$ cat src/rtl/pcs_pkg.sv
// Shared types, constants and helpers for the particle spring cursor step pipeline.
package pcs_pkg;

  // Field widths
  localparam int FIELD_W    = 24;
  localparam int DIFF_W     = FIELD_W + 1;
  localparam int RADIUS_W   = 10;
  localparam int GAIN_W     = 16;
  localparam int CFG_IDX_W  = 3;
  localparam int CFG_DATA_W = 16;

  // Square root unit: 36-bit radicand, 18-bit root, three root bits per stage
  localparam int SQ_IN_W   = 36;
  localparam int SQ_OUT_W  = SQ_IN_W / 2;
  localparam int SQ_STEPS  = 3;
  localparam int SQ_STAGES = SQ_OUT_W / SQ_STEPS;

  // Ratio divider: 16 quotient bits, four per stage
  localparam int QUO_W     = 16;
  localparam int DV_STEPS  = 4;
  localparam int DV_STAGES = QUO_W / DV_STEPS;

  // Cycles between the front end output and the back end input
  localparam int MID_LAT = SQ_STAGES + DV_STAGES;

  // Ratio is Q.16 and spans [-1, 1]
  localparam int RATIO_W = 18;
  localparam int SPR_W   = 27;

  // Configuration register indexes
  typedef enum logic [CFG_IDX_W-1:0] {
    CFG_ATTRACTS    = 3'd0,
    CFG_RADIUS      = 3'd1,
    CFG_FRICTION    = 3'd2,
    CFG_SPRING_GAIN = 3'd3,
    CFG_SPRING_ON   = 3'd4
  } cfg_idx_t;

  // Per-item data that rides alongside the distance and ratio units
  typedef struct packed {
    logic                       in_radius;
    logic signed [FIELD_W-1:0]  pos_x;
    logic signed [FIELD_W-1:0]  pos_y;
    logic signed [DIFF_W-1:0]   d_x;
    logic signed [DIFF_W-1:0]   d_y;
    logic signed [DIFF_W-1:0]   v_x;
    logic signed [DIFF_W-1:0]   v_y;
    logic signed [SPR_W-1:0]    spr_x;
    logic signed [SPR_W-1:0]    spr_y;
  } side_t;

  // Clamp to the signed 24-bit range
  function automatic logic signed [FIELD_W-1:0] sat24(input logic signed [31:0] x);
    logic signed [31:0] hi;
    logic signed [31:0] lo;
    hi = 32'sd8388607;
    lo = -32'sd8388608;
    if (x > hi) begin
      sat24 = hi[FIELD_W-1:0];
    end else if (x < lo) begin
      sat24 = lo[FIELD_W-1:0];
    end else begin
      sat24 = x[FIELD_W-1:0];
    end
  endfunction

endpackage

$ cat src/rtl/pcs_sqrt.sv
// Pipelined integer square root, a few root bits per stage.
module pcs_sqrt (
  input  logic                         clk,
  input  logic                         rst,
  input  logic                         in_valid,
  input  logic [pcs_pkg::SQ_IN_W-1:0]  radicand,
  output logic                         out_valid,
  output logic [pcs_pkg::SQ_OUT_W-1:0] root
);
  import pcs_pkg::*;

  localparam int REM_W = SQ_OUT_W + 3;

  // Stage registers
  logic                vld [SQ_STAGES];
  logic [SQ_IN_W-1:0]  rad [SQ_STAGES];
  logic [REM_W-1:0]    rem [SQ_STAGES];
  logic [SQ_OUT_W-1:0] rt  [SQ_STAGES];

  // Stage inputs and next values
  logic                vld_in [SQ_STAGES];
  logic [SQ_IN_W-1:0]  rad_in [SQ_STAGES];
  logic [REM_W-1:0]    rem_in [SQ_STAGES];
  logic [SQ_OUT_W-1:0] rt_in  [SQ_STAGES];
  logic [SQ_IN_W-1:0]  rad_next [SQ_STAGES];
  logic [REM_W-1:0]    rem_next [SQ_STAGES];
  logic [SQ_OUT_W-1:0] rt_next  [SQ_STAGES];

  always_comb begin
    vld_in[0] = in_valid;
    rad_in[0] = radicand;
    rem_in[0] = '0;
    rt_in[0]  = '0;
    for (int k = 1; k < SQ_STAGES; k++) begin
      vld_in[k] = vld[k-1];
      rad_in[k] = rad[k-1];
      rem_in[k] = rem[k-1];
      rt_in[k]  = rt[k-1];
    end
  end

  // One root bit per step: bring down two radicand bits, try 4*root+1
  always_comb begin
    logic [REM_W-1:0]    rm;
    logic [SQ_IN_W-1:0]  rd;
    logic [SQ_OUT_W-1:0] ro;
    logic [REM_W-1:0]    trial;
    for (int k = 0; k < SQ_STAGES; k++) begin
      rm = rem_in[k];
      rd = rad_in[k];
      ro = rt_in[k];
      for (int j = 0; j < SQ_STEPS; j++) begin
        rm    = {rm[REM_W-3:0], rd[SQ_IN_W-1 -: 2]};
        rd    = {rd[SQ_IN_W-3:0], 2'b00};
        trial = {1'b0, ro, 2'b01};
        if (rm >= trial) begin
          rm = rm - trial;
          ro = {ro[SQ_OUT_W-2:0], 1'b1};
        end else begin
          ro = {ro[SQ_OUT_W-2:0], 1'b0};
        end
      end
      rad_next[k] = rd;
      rem_next[k] = rm;
      rt_next[k]  = ro;
    end
  end

  always_ff @(posedge clk) begin
    for (int k = 0; k < SQ_STAGES; k++) begin
      if (rst) begin
        vld[k] <= 1'b0;
      end else begin
        vld[k] <= vld_in[k];
      end
      rad[k] <= rad_next[k];
      rem[k] <= rem_next[k];
      rt[k]  <= rt_next[k];
    end
  end

  assign out_valid = vld[SQ_STAGES-1];
  assign root      = rt[SQ_STAGES-1];

endmodule

$ cat config.mk
export PLATFORM = sky130hd
export DESIGN_NAME = pcs_sqrt
export DESIGN_NICKNAME = d
export VERILOG_FILES = /design/src/rtl/pcs_pkg.sv /design/src/rtl/pcs_sqrt.sv
export SDC_FILE = /design/constraint.sdc
export NUM_CORES = 1
export LEC_CHECK = 0
export BUFFER_PORTS_ARGS = -buffer_cell sky130_fd_sc_hd__buf_2
export CORE_MARGIN = 1.5
export CORE_UTILIZATION = 45
export CTS_BUF_LIST = sky130_fd_sc_hd__clkbuf_8
export DETAILED_ROUTE_END_ITERATION = 8
export SLEW_MARGIN = 25
export SYNTH_ARGS = -nofsm -noshare
export SYNTH_HDL_FRONTEND = slang
export SYNTH_SLANG_ARGS = --single-unit
$ cat constraint.sdc
create_clock -name clk -period 10.95 [get_ports clk]
set_clock_uncertainty 0.1 [all_clocks]
set_input_delay 2.7375 -clock clk [delete_from_list [all_inputs] [get_ports clk]]
set_output_delay 2.7375 -clock clk [all_outputs]
set_load 0.05 [all_outputs]
== Word level (Yosys, flattened, before mapping) ==
Memory sizes are Yosys's and may differ from the RTL's.
Cells that the tools add are included.

* $add $sub $neg: 18
* $lt $le $gt $ge: 18
* Muxes and demuxes: 45
* Bitwise logic cells: 6

{| class="wikitable"
|+ Operators with widths
! cell !! number
|-
| 21-bit by 20-bit >= comparator with 1-bit output || 15
|-
| 19-bit two-way mux || 12
|-
| 19-bit subtractor || 10
|-
| 21-bit two-way mux || 6
|-
| 21-bit by 20-bit subtractor with 21-bit output || 5
|-
| 1-bit two-way mux || 27
|-
| 21-bit by 3-bit >= comparator with 1-bit output || 1
|-
| 21-bit by 4-bit >= comparator with 1-bit output || 1
|-
| 21-bit by 4-bit subtractor with 21-bit output || 1
|-
| 19-bit by 3-bit subtractor with 19-bit output || 1
|-
| 1-bit bitwise OR || 6
|-
| 2-bit by 1-bit subtractor with 3-bit output (second input constant) || 1
|-
| 2-bit by 1-bit >= comparator with 1-bit output (second input constant) || 1
|}

* Bits in registers: 0
* Bits in writable memories: 420
* Bits of input ports: 39
* Output and inout bits: 19
* Logic and storage cells: 91
* Memories kept: 4

{| class="wikitable"
|+ Memories
! name !! words !! width !! rd ports !! clocked after Yosys merged registers in !! write ports !! line !! text
|-
| rad || 6 || 30 || 5 || 0 || 6 || pcs_sqrt.sv:16 || <nowiki>logic [SQ_IN_W-1:0] rad [SQ_STAGES];</nowiki>
|-
| rem || 6 || 21 || 5 || 0 || 6 || pcs_sqrt.sv:17 || <nowiki>logic [REM_W-1:0] rem [SQ_STAGES];</nowiki>
|-
| rt || 6 || 18 || 6 || 0 || 6 || pcs_sqrt.sv:18 || <nowiki>logic [SQ_OUT_W-1:0] rt [SQ_STAGES];</nowiki>
|-
| vld || 6 || 1 || 6 || 0 || 6 || pcs_sqrt.sv:15 || <nowiki>logic vld [SQ_STAGES];</nowiki>
|}

== Logic depth before layout (Yosys ltp) ==
An unclocked memory read counts as a cell.

* Depth after elaboration: 7
* Gate-level depth with buffers: 41
* Gate-level depth less buffers: 39

== Least setup slack after synthesis ==
No wires, ideal clock.

* Path kind: reg-to-reg
* Start: mem rt[4][8] (netlist name)
* End: mem rt[5][0] (netlist name)
* Setup time: 142 ps
* Arrival: 7458 ps
* Data required time: 10708 ps
* Setup slack: 3250 ps
* Stages on the path, launching flop included: 39
* Path buffers: 4
* Clock period less this slack: 7700 ps
* Cell sequence: dfxtp_1 inv_1 ha_1 a21o_1 a21o_1 a21o_1 a41o_1 a21oi_1 and3b_1 clkbuf_1 clkbuf_1 mux2_2 ha_1 a21o_1 a21o_1 a21o_1 a21o_1 a21o_1 [... 3 more ...] a22oi_1 and2_1 clkbuf_1 clkbuf_1 nand2_1 o31ai_1 ha_1 nand4_1 nor2_1 a41o_1 a21o_1 a21oi_1 nor2b_1 o21ai_0 nand2b_1 a221oi_1 o21ai_0 or4b_2

{| class="wikitable"
|+ RTL lines
! element !! line
|-
| from (decl) || pcs_sqrt.sv:18
|}

==> summary.md <==
| Metric | Value |
|---|---|
| Vias in the first global route | 15899 |
| CP max-delay cell | or3_1 |
| Synth async-reset ratio | 0% |
| Min-Delay Startpoint | rad[0][18] |
| Largest net degree at the start of global routing | 36 |
| Hold_ws | 0.217 ns |
| Antenna violations before repair | 0 |
| Crit path time final | roughly 9.6 ns |
| Fill count | 3951 |
| Setup violators final | 0 |
| DRT Pass-1 Iters | 6 |
| Grt ovf | 0 |
| WS Path Type | flop to flop |
| H-tree levels | 2 |
| Ys flop type | dfxtp_1 |
| Max-cap viol count | 0 |
| Warnings, synthesis | 0 |
| Die area | roughly 43000 µm² |
| Least-Margin Pin Slew | 0.996 ns |
| Cts-stage hold buffer count | 0 |
| Setup TNS | 0 ns |
| Detail Route Antenna Nets | 0 |
| Number of synthesized flops with an enable pin | 0 |
| RSZ-0062 raised after global routing | no |
| First-pass GRT wire length | 83400 µm |
| Number of cells on the worst reg-to-reg path | 30 |
| Crit-path most repeated cell | a21o_1 |
| Final worst-path cycle share | 88.0% |
| Crit-path max FO | 24 |
| DRC violations left | 0 |
| Via density per instance | 5.85 |
| Port bufs | 57 |
| Cells after Synth | 2279 |
| Leak Pwr | 9.40 nW |
| Num rows | 74 |
| Worst-skew pair later-pin latency | around 0.63 ns |
| Vias | 16930 |
| Die W | ~210 µm |
| Max-slew violations | 0 |
| Share of the synthesized area in the top cell type | 27.2% |
| Hold Crit Class | flop to flop |
| Post-CTS Setup Inserts | 0 |
| Worst EP required | 11.36 ns |
| PostCTS Resize Cnt | 0 |
| Die H | 207 µm |
| Clock Path Buffers | 3 |
| Nets | 2556 |
| Worst-path clk slew | ~0.06 ns |
| Synth cell types | 105 |
| Core area | slightly above 40000 µm² |
| Data arrival time of the worst path | 10.04 ns |
| Crit path launch type | flop |
| Layout cells sized above 1 | 9.83% |
| Maximum VDD drop | 0.130 mV |
| Peak Freq | around 100 MHz |
| Initial Util | 45.8% |
| Num CTS Buffers | 46 |
| Wire per inst | 18.2 µm |
| Fin. Hold Viols | 0 |
| Area of the multi-input gates | between 10000 and 15000 µm² |
| Avg Cell Area, Syn | just over 8 µm² |
| First DRT Iteration DRCs | 1297 |
| Crit. Startpoint | rt[2][1] |
| Routed WL | between 50000 and 60000 µm |
| Sequential cell area | about 5100 µm² |
| P per Cell Area | approximately 220 nW/µm² |
| # IOs | 58 |
| Hold Path Stages | 0 |
| Slew HR | 31.9% |
| Synthesized flop and latch total | 254 |
| Post-Syn Area | 18700 µm² |
| Overall routing resource usage | 24.4% |
| CTS tree | done |
| Placer Congestion | ~0.92 |
| Dpl hpwl | 41800 µm |
| Clock Sinks | 254 |
| Sequential fraction of the synthesis area | 27.2% |
| Synth-to-Final Area Change | 9.01% |
| Worst r2r src | rt[2][1] |
| Worst stage delay on the critical path | 0.66 ns |
| Crit end category | flop |
| Status | finished clean |
| Post-synth top area cell | dfxtp_1 |
| Top post-synthesis cells by area | dfxtp_1 (27%), ha_1 (13%), xnor2_1 (6.1%) |
| Clock root buffer | clkbuf_8 |
## logic make-up (layout without fill, tap and decap cells)
logic type                 after synthesis  after routing  share of synthesized area (%)
and+or+nand+nor                        731            731                           20.4
AOI/OAI and AO/OA                      649            649                           23.3
DFF                                    254            254                           27.2
buffers and inverters                  208            288                           4.42
xor gates and xnor gates               198            198                           9.26
adders and majority gates              188            188                           12.6
muxes                                   50             50                           2.92
other                                    1              4                         0.0200
## Yosys cell counts, types with 7 or more instances
master     number
a211oi_1       23
a21o_1         64
a21oi_1       196
a22oi_1         8
a31o_2         13
a31oi_1        16
a41oi_1         7
and2_1         21
and3_1         18
and4_1         10
buf_2           9
clkbuf_1       42
dfxtp_1       254
ha_1          188
inv_1         139
mux2_2         36
mux2i_1        13
nand2_1       160
nand2b_1       26
nand3_1        58
nand3b_1       12
nand4_1        33
nor2_1        182
nor2b_1        29
nor3_1         49
nor3b_1        14
nor4_1         26
o2111ai_1       8
o211ai_1       12
o21a_1         28
o21ai_0       117
o21bai_1       19
o311ai_0        7
o31a_1          8
o31ai_1        23
or2_2          18
or3_1          23
or4_1          12
xnor2_1       130
xor2_1         68
## worst max-delay path: cells and delay by family (launching register included)
| kind | cells | cell delay (ns) |
|---|---|---|
| AND/OR/NAND/NOR | 10 | 3.17 |
| adder cells (fa/ha/maj) | 3 | 1.08 |
| flip-flops | 1 | 0.43 |
| multiplexers | 2 | 0.81 |
| AO/OA/AOI/OAI | 13 | 3.12 |
| buffers and inverters | 2 | 0.79 |
## worst paths after layout
check,endpoint,slack [ns]
worst max-delay path,rem[3][11],1.32
worst min-delay path,rad[1][24],0.22
worst max register to register,rem[3][11],1.32
worst min register to register,rad[1][24],0.22
## cell usage in the layout, fill, tap and decap left out, types with 12 or more instances in the layout
cell / instances
a211oi_1: 23
a21o_1: 64
a21oi_1: 196
a31o_2: 13
a31oi_1: 16
and2_1: 21
and3_1: 18
buf_2: 57
clkbuf_8: 54
dfxtp_1: 254
ha_1: 188
inv_1: 152
mux2_2: 36
mux2i_1: 13
nand2_1: 160
nand2b_1: 25
nand3_1: 58
nand3b_1: 12
nand4_1: 33
nor2_1: 182
nor2b_1: 29
nor3_1: 49
nor3b_1: 14
nor4_1: 26
o211ai_1: 12
o21a_1: 28
o21ai_0: 117
o21bai_1: 19
o31ai_1: 23
or2_2: 18
or3_1: 23
or4_1: 12
xnor2_1: 130
xor2_1: 68
## area by class of cell
class                           instances  share of cell area [%]
Sequential cell                       254                    24.9
Tap cell                              532                    3.26
Inverter                              146                    2.72
Timing Repair Buffer                   62                    1.58
Antenna cell                            1                  0.0123
Clock buffer                           54                    3.64
Clock inverter                         26                    1.03
Multi-Input combinational cell       1819                    62.8
## state kept, by name, indices dropped and copies added, names as in the netlist
name / cells
rad: 90
rem: 95
rt: 63
vld: 6
## through the flow
stage / cells / instance area, µm² / util, % / setup WS, ns / total power [mW]
after floorplan: 2281 / 18700 / - / 3.25 / 2.93
after global routing: 2893 / 20400 / 49.9 / 0.808 / 4.73
after CTS: 2893 / 20400 / 49.9 / 1.17 / 4.43
after detailed placement: 2813 / 19400 / 47.5 / 1.21 / 3.46
final: 2894 / 20400 / 49.9 / 1.32 / 4.42
after global placement: 2813 / 19400 / 47.5 / 1.30 / 3.44
## power breakdown
group	internal, mW	leakage (nW)	switching, mW	total [mW]
Clock	0.521	0.539	0.414	0.935
Sequential	1.09	2.12	0.156	1.24
Combinational	0.910	6.74	1.33	2.24
Total	2.52	9.40	1.90	4.42
## per-layer routing
metal  vias up  GRT usage [%]  part of all wire, %
li1       8433              -                    -
met1      7929           32.2                   46
met2       469           40.4                   46
met3        99           3.85                  5.1
met4         0           8.04                  2.6
met5         -              0                    0
Power figures use the tool's default switching activity.
