[src/rtl/pcs_pkg.sv]
// Shared types, constants and helpers for the particle spring cursor step pipeline.
package pcs_pkg;

  // Field widths
  localparam int FIELD_W    = 24;
  localparam int DIFF_W     = FIELD_W + 1;
  localparam int RADIUS_W   = 10;
  localparam int GAIN_W     = 16;
  localparam int CFG_IDX_W  = 3;
  localparam int CFG_DATA_W = 16;

  // Square root unit: 36-bit radicand, 18-bit root, three root bits per stage
  localparam int SQ_IN_W   = 36;
  localparam int SQ_OUT_W  = SQ_IN_W / 2;
  localparam int SQ_STEPS  = 3;
  localparam int SQ_STAGES = SQ_OUT_W / SQ_STEPS;

  // Ratio divider: 16 quotient bits, four per stage
  localparam int QUO_W     = 16;
  localparam int DV_STEPS  = 4;
  localparam int DV_STAGES = QUO_W / DV_STEPS;

  // Cycles between the front end output and the back end input
  localparam int MID_LAT = SQ_STAGES + DV_STAGES;

  // Ratio is Q.16 and spans [-1, 1]
  localparam int RATIO_W = 18;
  localparam int SPR_W   = 27;

  // Configuration register indexes
  typedef enum logic [CFG_IDX_W-1:0] {
    CFG_ATTRACTS    = 3'd0,
    CFG_RADIUS      = 3'd1,
    CFG_FRICTION    = 3'd2,
    CFG_SPRING_GAIN = 3'd3,
    CFG_SPRING_ON   = 3'd4
  } cfg_idx_t;

  // Per-item data that rides alongside the distance and ratio units
  typedef struct packed {
    logic                       in_radius;
    logic signed [FIELD_W-1:0]  pos_x;
    logic signed [FIELD_W-1:0]  pos_y;
    logic signed [DIFF_W-1:0]   d_x;
    logic signed [DIFF_W-1:0]   d_y;
    logic signed [DIFF_W-1:0]   v_x;
    logic signed [DIFF_W-1:0]   v_y;
    logic signed [SPR_W-1:0]    spr_x;
    logic signed [SPR_W-1:0]    spr_y;
  } side_t;

  // Clamp to the signed 24-bit range
  function automatic logic signed [FIELD_W-1:0] sat24(input logic signed [31:0] x);
    logic signed [31:0] hi;
    logic signed [31:0] lo;
    hi = 32'sd8388607;
    lo = -32'sd8388608;
    if (x > hi) begin
      sat24 = hi[FIELD_W-1:0];
    end else if (x < lo) begin
      sat24 = lo[FIELD_W-1:0];
    end else begin
      sat24 = x[FIELD_W-1:0];
    end
  endfunction

endpackage

[src/rtl/pcs_div.sv]
// Pipelined restoring divider for distance*256 / radius.
module pcs_div (
  input  logic                          clk,
  input  logic                          rst,
  input  logic                          in_valid,
  input  logic [pcs_pkg::SQ_OUT_W-1:0]  distance,
  input  logic [pcs_pkg::RADIUS_W-1:0]  force_radius,
  output logic                          out_valid,
  output logic [pcs_pkg::QUO_W-1:0]     quo
);
  import pcs_pkg::*;

  localparam int REM_W = RADIUS_W;

  logic             vld [DV_STAGES];
  logic [QUO_W-1:0] num [DV_STAGES];
  logic [REM_W-1:0] rem [DV_STAGES];
  logic [QUO_W-1:0] qt  [DV_STAGES];

  logic             vld_in [DV_STAGES];
  logic [QUO_W-1:0] num_in [DV_STAGES];
  logic [REM_W-1:0] rem_in [DV_STAGES];
  logic [QUO_W-1:0] qt_in  [DV_STAGES];
  logic [QUO_W-1:0] num_next [DV_STAGES];
  logic [REM_W-1:0] rem_next [DV_STAGES];
  logic [QUO_W-1:0] qt_next  [DV_STAGES];

  // Upper distance bits start the remainder; lower bits and eight zeros follow
  always_comb begin
    vld_in[0] = in_valid;
    rem_in[0] = distance[SQ_OUT_W-1 -: REM_W];
    num_in[0] = {distance[7:0], 8'd0};
    qt_in[0]  = '0;
    for (int k = 1; k < DV_STAGES; k++) begin
      vld_in[k] = vld[k-1];
      num_in[k] = num[k-1];
      rem_in[k] = rem[k-1];
      qt_in[k]  = qt[k-1];
    end
  end

  always_comb begin
    logic [REM_W:0]   rm;
    logic [QUO_W-1:0] nb;
    logic [QUO_W-1:0] qo;
    for (int k = 0; k < DV_STAGES; k++) begin
      rm = {1'b0, rem_in[k]};
      nb = num_in[k];
      qo = qt_in[k];
      for (int j = 0; j < DV_STEPS; j++) begin
        rm = {rm[REM_W-1:0], nb[QUO_W-1]};
        nb = {nb[QUO_W-2:0], 1'b0};
        if (rm >= {1'b0, force_radius}) begin
          rm = rm - {1'b0, force_radius};
          qo = {qo[QUO_W-2:0], 1'b1};
        end else begin
          qo = {qo[QUO_W-2:0], 1'b0};
        end
      end
      num_next[k] = nb;
      rem_next[k] = rm[REM_W-1:0];
      qt_next[k]  = qo;
    end
  end

  always_ff @(posedge clk) begin
    for (int k = 0; k < DV_STAGES; k++) begin
      if (rst) begin
        vld[k] <= 1'b0;
      end else begin
        vld[k] <= vld_in[k];
      end
      num[k] <= num_next[k];
      rem[k] <= rem_next[k];
      qt[k]  <= qt_next[k];
    end
  end

  assign out_valid = vld[DV_STAGES-1];
  assign quo       = qt[DV_STAGES-1];

endmodule

[config.mk]
export PLATFORM = sky130hd
export DESIGN_NAME = pcs_div
export DESIGN_NICKNAME = d
export VERILOG_FILES = /design/src/rtl/pcs_pkg.sv /design/src/rtl/pcs_div.sv
export SDC_FILE = /design/constraint.sdc
export NUM_CORES = 1
export LEC_CHECK = 0
export ABC_CLOCK_PERIOD_IN_PS = 10400
export BUFFER_PORTS_ARGS = -buffer_cell sky130_fd_sc_hd__buf_2
export CELL_PAD_IN_SITES_DETAIL_PLACEMENT = 1
export CELL_PAD_IN_SITES_GLOBAL_PLACEMENT = 1
export CORE_ASPECT_RATIO = 1.2
export CORE_MARGIN = 3
export CORE_UTILIZATION = 44
export DETAILED_ROUTE_END_ITERATION = 8
export MAX_ROUTING_LAYER = met4
export PLACE_DENSITY_LB_ADDON = 0.08
export SYNTH_ARGS = -nofsm -noshare
export SYNTH_HDL_FRONTEND = slang
export SYNTH_SLANG_ARGS = --single-unit
[constraint.sdc]
create_clock -name clk -period 10.4 [get_ports clk]
set_clock_uncertainty 0.2 [all_clocks]
set_input_delay 1.56 -clock clk [delete_from_list [all_inputs] [get_ports clk]]
set_output_delay 1.56 -clock clk [all_outputs]
set_load 0.03 [all_outputs]
# Word level (Yosys, flattened, before mapping)
# Memory sizes are Yosys's and may differ from the RTL's.
# Cells that the tools add are included.
[totals] out_inout_bits=17 ramBits=156 wordCells=79 mem_bits_ro=0 memories=4 ff_bits=0 latchBits=0
[mem_list] memory="qt" depth=4 word_bits=16 read_ports=4 rd_ports_with_merged_regs=0 write_ports=4 line="pcs_div.sv:18" rtl="logic [QUO_W-1:0] qt [DV_STAGES];"
[mem_list] memory="num" depth=4 word_bits=12 read_ports=3 rd_ports_with_merged_regs=0 write_ports=4 line="pcs_div.sv:16" rtl="logic [QUO_W-1:0] num [DV_STAGES];"
[mem_list] memory="rem" depth=4 word_bits=10 read_ports=3 rd_ports_with_merged_regs=0 write_ports=4 line="pcs_div.sv:17" rtl="logic [REM_W-1:0] rem [DV_STAGES];"
[mem_list] memory="vld" depth=4 word_bits=1 read_ports=4 rd_ports_with_merged_regs=0 write_ports=4 line="pcs_div.sv:15" rtl="logic vld [DV_STAGES];"
[classes] mul=0 shifts=0 reduce_logical=0 bitwise=4 n_lt_le_gt_ge=16 n_mux=39 add_sub_neg=16 div_mod_pow=0 n_eq_ne=0
[ops] operator=">= comparator 11 x 10 -> 1 bit" count=16
[ops] operator="two-way mux 10 bit" count=16
[ops] operator="subtractor 10 bit" count=16
[ops] operator="two-way mux 1 bit" count=23
[ops] operator="bitwise OR 1 bit" count=4

# Logic depth before layout (Yosys ltp)
# Gate-level depths: netlist (run 1).
# An unclocked memory read counts as a cell.
[logic_depth] word_depth=9 ltp_mapped=44 ltp_nobuf=41

# Worst setup path before layout (run 1)
# OpenSTA, ideal clock, no wires.
[synth_timing] path_type="input port to flip-flop" startpoint="input port force_radius[1] (netlist bit)" endpoint="memory rem[0][8] (netlist bit)" slack_ns=-0.557 stages=39 t_arrival_ns=10.635 t_required_ns=10.078 n_path_buf=4 cell_sequence="inv_1 ha_1 nor2b_1 o31ai_1 a21boi_1 a41oi_2 inv_1 clkbuf_1 a21oi_1 ha_1 nor2b_1 o31a_1 o41a_1 a21oi_1 o2bb2ai_1 o21ba_2 clkbuf_1 buf_1 [3 not listed] o31a_1 o21ai_0 a221oi_1 o22ai_1 nand2b_1 mux2i_1 clkbuf_1 mux2_2 ha_1 o21a_1 o21ai_0 a21o_1 a21oi_1 o221ai_1 o221ai_1 mux2i_1 inv_2 a221o_1"
[synth_lines] element="start: declaration" line="pcs_div.sv:7" rtl="input logic [pcs_pkg::RADIUS_W-1:0] force_radius,"
[synth_lines] element="end: declaration" line="pcs_div.sv:17"

==> results.md, run 1 <==
- Detailed Route Iter0 Violations: about 450
- Fill cell count: 2687
- Fin crit share: 95.25%
- CP max stage cell: a2111o_1
- Die area: 0.02441 mm^2
- Initial antenna violation count: 0
- Post-route minimum period: 9.906 ns
- Clock Tree Root: clkbuf_16
- I/O Pins: 48
- Die width: approximately 140 um
- Syn avg cell area: 8.152 um^2
- Depth of the most critical reg-to-reg path: 36
- Crit path depth: 38
- Grt ovf: 0
- Yosys cell types: about 70
- Hold path cells: 0
- Seq/Total Area, Yosys: 15.73%
- Setup TNS Final: 0 ns
- Final Slew Violations: 0
- Critical Path AT: 9.95 ns
- Synth Net Count: 1413
- Core ar.: 0.02192 mm^2
- Inserted Diodes: 0
- Final count of negative-setup-slack endpoints: 0
- Most used cell, CP: a21oi_1
- Die height: 170.6 um
- Max Freq: 100.9 MHz
- Routability cong.: 0.9931
- Dpl cells: 1601
- Asr flop ratio synth: 0%
- Status: finished clean
- Antenna-violating nets left: 0
- MaxCap Viol Count: 0
- Ys Warns: 0
- Req. time, crit path: 10.44 ns
- Vias in the first global route: ~10000
- CP Capture Type: flip-flop
- Core Rows: 59
- CP max FO: 16
- Area Growth Syn to Fin: 16.37%
- Synth Register Bits: between 70 and 80
- WP buf/inv: 6
- Number of buffers added on ports: 47
- Final count of hold timing violations: 0
- Crit path largest cell delay: 0.45 ns
- Drt pass-1 iters: 5
- WL final: ~33000 um
- Post-DR wirelength/cell: between 20 and 25 um
- Final HPWL DP: 26840 um
- Global-route wire length before repair: 52140 um
- Total Routing Usage GR: 27.52%
- Clock sink count: 78
- Slew margin rel.: 61.25%
- Top FF cell, synth: dfxtp_1
- Most common library cell in the layout ignoring fill and taps: ha_1
- Largest net degree at the start of global routing: 18
- Max clock buf depth: 2
- CTS Buf Count: 9
- Avg Vias per Cell: ~6.0
- Nets: 1540
- DRC Markers: 0
- RSZ-0062 raised after global routing: no
- H-Tree Depth: 3
- Startpoint Class: input pin
- EDFF count, synth: 0
- Via count: 9668
- Worst Hold Class: flip-flop to flip-flop
- Final instance area: 0.01155 mm^2
- CTS tree: yes
- Post-CTS Hold Buffers: 0
- Starting Density: 45.29%
- Final non-filler cell total: 1624
- Area after DPL: 0.01107 mm^2
- Top delay family on crit path: compound AO/OA/AOI/OAI gates
- CP Class: input pin to flip-flop
- Clk Latency, worst-skew pair: 0.36 ns
- Mapped Area: 0.009930 mm^2
- Syn Inst Count: 1218
- Worst-Margin Slew: 0.5751 ns
- Clk slew on worst S/H paths: 0.07 ns
- Layout cell share with drive strength beyond 1: 18.67%
- Most frequent cells in the layout: ha_1, a21oi_1, buf_4
==> logic make-up (layout without fill, tap and decap cells) <==
| group | Yosys count | in the layout | synth area share [%] |
|---|---|---|---|
| compound gates | 374 | 374 | 25.39 |
| xor+xnor | 100 | 100 | 8.821 |
| buf+inv | 95 | 227 | 3.705 |
| mux | 69 | 69 | 7.674 |
| fa+ha+maj | 164 | 164 | 21.42 |
| simple gates | 338 | 338 | 17.26 |
| flops | 78 | 78 | 15.73 |
==> state kept, by name, indices dropped and copies added (netlist names) <==
signal	count
num	4
qt	40
vld	4
rem	30
==> synthesized netlist by cell type (8+ instances only) <==
master | number | share of area (%)
nand4_1 | 20 | 1.3
o21a_1 | 32 | 2.4
mux2i_1 | 18 | 1.8
a21oi_1 | 101 | 5.1
o211ai_1 | 8 | 0.60
a211oi_1 | 11 | 0.83
a21o_1 | 42 | 3.2
or3_1 | 9 | 0.57
nor2b_1 | 31 | 2.0
o221ai_1 | 19 | 1.7
nand2b_1 | 30 | 1.9
xnor2_1 | 64 | 5.6
xor2_1 | 36 | 3.2
clkbuf_1 | 15 | 0.57
mux2_2 | 49 | 5.6
o31ai_1 | 9 | 0.68
a221oi_1 | 10 | 0.88
nor3_1 | 27 | 1.4
inv_1 | 69 | 2.6
ha_1 | 154 | 19
nand3_1 | 19 | 0.96
o21ai_0 | 69 | 3.5
nor2_1 | 87 | 3.3
fa_1 | 10 | 2.0
dfxtp_1 | 78 | 16
nand2_1 | 72 | 2.7
o21bai_1 | 9 | 0.68
==> final timing paths <==
| path | slack [ns] | start | end |
|---|---|---|---|
| setup / recovery | 0.49 | force_radius[1] | rem[1][1] |
| hold / removal | 0.12 | qt[0][2] | qt[1][6] |
| setup reg to reg | 1.60 | rem[0][0] | rem[1][1] |
| hold reg to reg | 0.12 | qt[0][2] | qt[1][6] |
==> per-layer routing <==
layer  global-route usage, %  part of all wire [%]  vias to the layer above
met5                       -                     0                        -
met4                   8.227                   2.5                        0
met3                   2.488                   2.3                       66
met2                   48.45                    50                      134
met1                   33.33                    45                     4698
li1                        -                     -                     4770
==> per-stage QoR <==
step | hold WS, ns | utilization (%) | setup WS [ns]
final | 0.1205 | 52.70 | 0.4938
after global routing | 0.1242 | 52.70 | 0.004960
after CTS | 0.1230 | 51.96 | 0.06099
after detailed placement | 0.1135 | 50.48 | -0.3173
after global placement | 0.1105 | 50.48 | 0.07808
after floorplan | 0.1096 | - | 0.02468
==> worst reg2reg max path, delay by kind of cell (launching register included) <==
kind,cells,cell delay [ns]
DFF,1,0.41
adders and majority gates,4,1.09
muxes,3,0.85
buffers and inverters,4,0.82
AOI/OAI and AO/OA,20,4.44
and+or+nand+nor,5,0.82
==> what timing repair did <==
item	in CTS	in global routing
setup endpoints to repair	0	33
resized for setup	0	30
setup buffers	0	7
==> area by class of cell <==
| type | instances | area (um^2) | area share, % |
|---|---|---|---|
| Multi-Input combinational cell | 1045 | 8114 | 70.22 |
| Sequential cell | 78 | 1562 | 13.51 |
| Timing Repair Buffer | 139 | 929.6 | 8.046 |
| Tap cell | 274 | 342.8 | 2.967 |
| Inverter | 72 | 281.5 | 2.436 |
| Clock buffer | 11 | 242.7 | 2.101 |
| Clock inverter | 5 | 82.58 | 0.7147 |
Power of run 1 is not shown: default switching activity piles up to over one toggle a cycle in this logic, so the estimate is an artifact.
==> inputs of run 2 (changes only) <==
==> constraint.sdc (replaced) <==
create_clock -name clk -period 10.4 [get_ports clk]
set_clock_uncertainty 0.2 [all_clocks]
set_input_delay 2.6 -clock clk [delete_from_list [all_inputs] [get_ports clk]]
set_output_delay 2.6 -clock clk [all_outputs]
set_load 0.03 [all_outputs]
==> results.md, run 2 (same netlist as run 1, synthesis figures left out) <==
- Detailed Route Iter0 Violations: 937
- Clk slew on worst S/H paths: 0.07 ns
- Clock sink count: 78
- Starting Density: 45.29%
- CP max FO: 7
- Worst Hold Class: flip-flop to flip-flop
- Critical Path AT: 11.29 ns
- Routability cong.: 0.9676
- Area of the multi-input gates: 0.009403 mm^2
- Nets: 1806
- Final count of negative-setup-slack endpoints: 34
- Final Slew Violations: 0
- Post-layout util: 68.64%
- Largest net degree at the start of global routing: 25
- Status: finished with violations
- Core Rows: 59
- DRC Markers: 0
- Final HPWL DP: between 30000 and 40000 um
- CP max stage cell: o21ai_0
- Register area: 0.001562 mm^2
- CP Class: input pin to flip-flop
- Die height: 170.6 um
- Total Routing Usage GR: 32.46%
- Crit path largest cell delay: 0.56 ns
- Global-route wire length before repair: ~61000 um
- Via count: 12820
- Max clock buf depth: 2
- Die width: 143.1 um
- Setup slack after layout: -0.7979 ns
- Startpoint Class: input pin
- Vias in the first global route: 11730
- Setup TNS Final: -20.11 ns
- RSZ-0062 raised after global routing: yes
- Slew margin rel.: 53.86%
- Avg Vias per Cell: 6.778
- Final count of hold timing violations: 0
- Most common library cell in the layout ignoring fill and taps: buf_4
- Area Growth Syn to Fin: 51.55%
- Post-route minimum period: 11.20 ns
- Worst-Margin Slew: 0.6849 ns
- Clock Tree Root: clkbuf_16
- Failing checks: negative setup slack
- Grt ovf: 0
- Number of flip-flops in the largest register: 40
- Drt pass-1 iters: 6
- Most frequent cells in the layout: buf_4, ha_1, nor2_1, dfxtp_1, a21oi_1
- Layout cell share with drive strength beyond 1: 41.46%
- Fin crit share: 107.7%
- Post-CTS Hold Buffers: 0
- Fill cell count: 2471
- CP Capture Type: flip-flop
- MaxCap Viol Count: 0
- CTS tree: yes
- Biggest regs: qt: 40 flops, rem: 30 flops
- Max Freq: 89.30 MHz
- Top reg by flops: qt
- I/O Pins: 48
- H-Tree Depth: 3
- Post-DR wirelength/cell: 29.40 um
- Core ar.: 0.02192 mm^2
- Die area: 0.02441 mm^2
- CTS Buf Count: 9
- Req. time, crit path: 10.49 ns
- Clk Latency, worst-skew pair: 0.36 ns
- Number of buffers added on ports: 47
- Antenna-violating nets left: 0
- WL final: around 56000 um
- Initial antenna violation count: 0
run 2: cell types whose count changed in the layout (fill, tap and decap cells not counted), moves of 9 or more:
cell      delta
mux2_2      -16
buf_6       +25
mux2_4      +17
ha_4        +32
o21ai_0      -9
inv_2        +9
a21oi_2     +15
o221ai_1     -9
buf_4      +228
nor2_1       -9
inv_1       -13
a21oi_1     -21
nand2_1     -15
ha_1        -36
run 2: final cells by class:
type / count / share of cell area [%]
well taps: 274 / 2.278
clock buffers: 11 / 1.613
diodes: 1 / 0.01663
clock inverters: 5 / 0.5405
multi-input cells: 1048 / 62.48
repair buffers: 402 / 20.75
flip-flops and latches: 78 / 10.38
inverters: 72 / 1.937
run 2: repair_timing:
action	in CTS	in global routing
resized for setup	31	207
gates cloned	2	4
buffers inserted	12	79
endpoints found under the hold margin	0	0
endpoints found under the setup margin	23	34
pin swaps	8	104
run 2: metrics by stage:
stage / cell area, um^2 / setup WS, ns / hold WS [ns] / cells
detailed placement: 12820 / -0.8740 / 0.1143 / 1778
global placement: 12820 / -0.6997 / 0.1097 / 1778
finish: 15050 / -0.7979 / 0.1303 / 1891
CTS: 13410 / -0.01385 / 0.1277 / 1808
floorplan: 10460 / -0.1979 / 0.1096 / 1218
global route: 15050 / -0.8905 / 0.1349 / 1890
run 2: path summary, 6_finish.rpt:
path	start	to	slack, ns	cells past startpoint
min	qt[2][2]	qt[3][6]	0.13	0
max	force_radius[2]	rem[2][1]	-0.80	40
max reg2reg	rem[0][0]	rem[1][0]	1.43	38
min reg2reg	qt[2][2]	qt[3][6]	0.13	0
run 2: worst max-delay path, delay by kind of cell:
| family | cells | cell delay, ns |
|---|---|---|
| AOI/OAI and AO/OA | 14 | 3.45 |
| and+or+nand+nor | 8 | 1.53 |
| buffers and inverters | 10 | 1.35 |
| adders and majority gates | 4 | 1.04 |
| muxes | 3 | 1.03 |
| xor gates and xnor gates | 1 | 0.25 |
run 2: layer usage:
layer | GRT usage [%] | share of wire [%] | up-vias
li1 | - | - | 5339
met2 | 57.95 | 48 | 815
met4 | 13.31 | 9.9 | 0
met5 | - | 0 | -
met3 | 2.991 | 7.1 | 435
met1 | 37.09 | 35 | 6229
Power of run 2 is left out for the same reason.
==> inputs of run 3 (changes only) <==
--- a/config.mk
+++ b/config.mk
@@ -10,7 +10,7 @@
 export CELL_PAD_IN_SITES_DETAIL_PLACEMENT = 1
 export CELL_PAD_IN_SITES_GLOBAL_PLACEMENT = 1
 export CORE_ASPECT_RATIO = 1.2
-export CORE_MARGIN = 3
+export CORE_MARGIN = 2
 export CORE_UTILIZATION = 44
 export DETAILED_ROUTE_END_ITERATION = 8
 export MAX_ROUTING_LAYER = met4
==> results.md, run 3 (same netlist as run 1, synthesis figures left out) <==
- Final count of hold timing violations: 0
- R2R Path Start: rem[1][5]
- CTS Buf Count: 9
- Detailed Route Iter0 Violations: 580
- Slew margin rel.: about three fifths
- Failing checks: negative setup slack
- CP max stage cell: a2111o_1
- Number of flip-flops in the largest register: 40
- Area Growth Syn to Fin: 47.52%
- Biggest regs: qt: 40 flops, rem: 30 flops
- Avg Vias per Cell: 6.098
- Critical Path AT: 10.69 ns
- Max clock buf depth: 2
- Crit path largest cell delay: 0.50 ns
- Status: finished with violations
- Post-DR wirelength/cell: 23.26 um
- Grt ovf: 0
- Via count: 11510
- Final HPWL DP: around 32000 um
- Req. time, crit path: 10.49 ns
- Top reg by flops: qt
- Die height: 168.6 um
- Most common library cell in the layout ignoring fill and taps: buf_4
- Setup slack after layout: -0.2046 ns
- R2R Setup Slk: 1.95 ns
- DRC Markers: 0
- Core ar.: 0.02230 mm^2
- Met2 Use GR: 59.81%
- Startpoint Class: input pin
- Worst-Margin Slew: 0.5890 ns
- H-Tree Depth: 3
- Core Rows: 60
- Final instance area: ~0.015 mm^2
- Crit path launch: force_radius[2]
- Max Freq: roughly 94 MHz
- GR Layer Usage met1: 37.59%
- WP buf/inv: 7
- Crit path depth: 40
- Vias in the first global route: between 10000 and 15000
- CP max FO: 8
- Top delay family on crit path: compound AO/OA/AOI/OAI gates
- Die width: 141.1 um
- Inserted Diodes: 0
- CP Capture Type: flip-flop
- Post-layout util: 65.70%
- Routability cong.: 0.9688
- WL final: 43900 um
- R2r endpoint: rem[2][7]
- CP Class: input pin to flip-flop
- Setup TNS Final: -2.154 ns
- RSZ-0062 raised after global routing: yes
- Antenna-violating nets left: 0
- MaxCap Viol Count: 0
- Largest net degree at the start of global routing: 15
- Nets: 1800
- Most frequent cells in the layout: buf_4, ha_1, nor2_1
- Number of buffers added on ports: 47
- Fin crit share: 102.0%
- Clk Latency, worst-skew pair: between 0.3 and 0.4 ns
- Initial antenna violation count: 0
- Busiest grt layer: met2
- Post-route minimum period: 10.60 ns
- Starting Density: 44.53%
- CTS tree: yes
- Clock Tree Root: clkbuf_16
- Die area: 0.02379 mm^2
- Depth of the most critical reg-to-reg path: 36
- Final Slew Violations: 0
- Drt pass-1 iters: 5
- I/O Pins: 48
- Worst Hold Class: flip-flop to flip-flop
- Routing usage on met3: 3.989%
- Worst setup endpoint: rem[1][0]
- Final count of negative-setup-slack endpoints: 20
- Total Routing Usage GR: 33.18%
- Clock sink count: 78
- Global-route wire length before repair: a little over 60000 um
- Layout cell share with drive strength beyond 1: 39.30%
- Area after DPL: 0.01309 mm^2
- Clk slew on worst S/H paths: 0.07 ns
- Setup Slack @ Placement: -0.6924 ns
## run 3: changes by cell type in the layout (fill, tap and decap cells not counted), moves of 5 or more
cell      previous run  this run
buf_12               6        11
buf_6               26        12
ha_1               116       122
ha_4                32        26
inv_1               53        58
mux2_2              33        39
mux2_4              19        13
nand2_1             55        69
nand2_2             10         2
nand2_4              8         2
o21ai_0             54        59
o221ai_2            10        15
## run 3: worst min-delay path by stage
stage               startpoint        to  slack [ns]  cells after the start
finish                qt[2][3]  qt[3][7]        0.12                      0
global route          qt[2][3]  qt[3][7]        0.12                      0
CTS                   qt[2][3]  qt[3][7]        0.12                      0
detailed placement    qt[0][2]  qt[1][6]        0.11                      0
global placement      qt[0][3]  qt[1][7]        0.11                      0
floorplan             qt[0][0]  qt[1][4]        0.11                      0
## run 3: through the flow
| stage | hold WS [ns] | instances |
|---|---|---|
| floorplan | 0.1096 | 1218 |
| global placement | 0.1101 | 1812 |
| detailed placement | 0.1135 | 1812 |
| CTS | 0.1237 | 1831 |
| global route | 0.1233 | 1887 |
| finish | 0.1221 | 1887 |
## run 3: repair_timing
action	in CTS	in global routing
hold endpoints to repair	0	0
resized for setup	20	144
hold buffers	0	0
buffers inserted	5	53
pin swaps	5	52
cloned	0	5
endpoints found under the setup margin	21	34
## run 3: cell type report
type                    instances  area, um^2
inverters                      72       289.0
multi-input cells            1048        9131
clock inverters                 4       25.02
well taps                     279       349.1
clock buffers                  10       239.0
fillers                      2612        7649
flip-flops and latches         78        1562
repair buffers                395        3045
repair inverters                1       7.507
## run 3: routing by layer
metal / vias up / share of wire, %
li1: 5303 / -
met1: 5683 / 40
met2: 359 / 51
met3: 161 / 3.5
met4: 0 / 5.1
met5: - / 0
Power of run 3 is left out for the same reason.
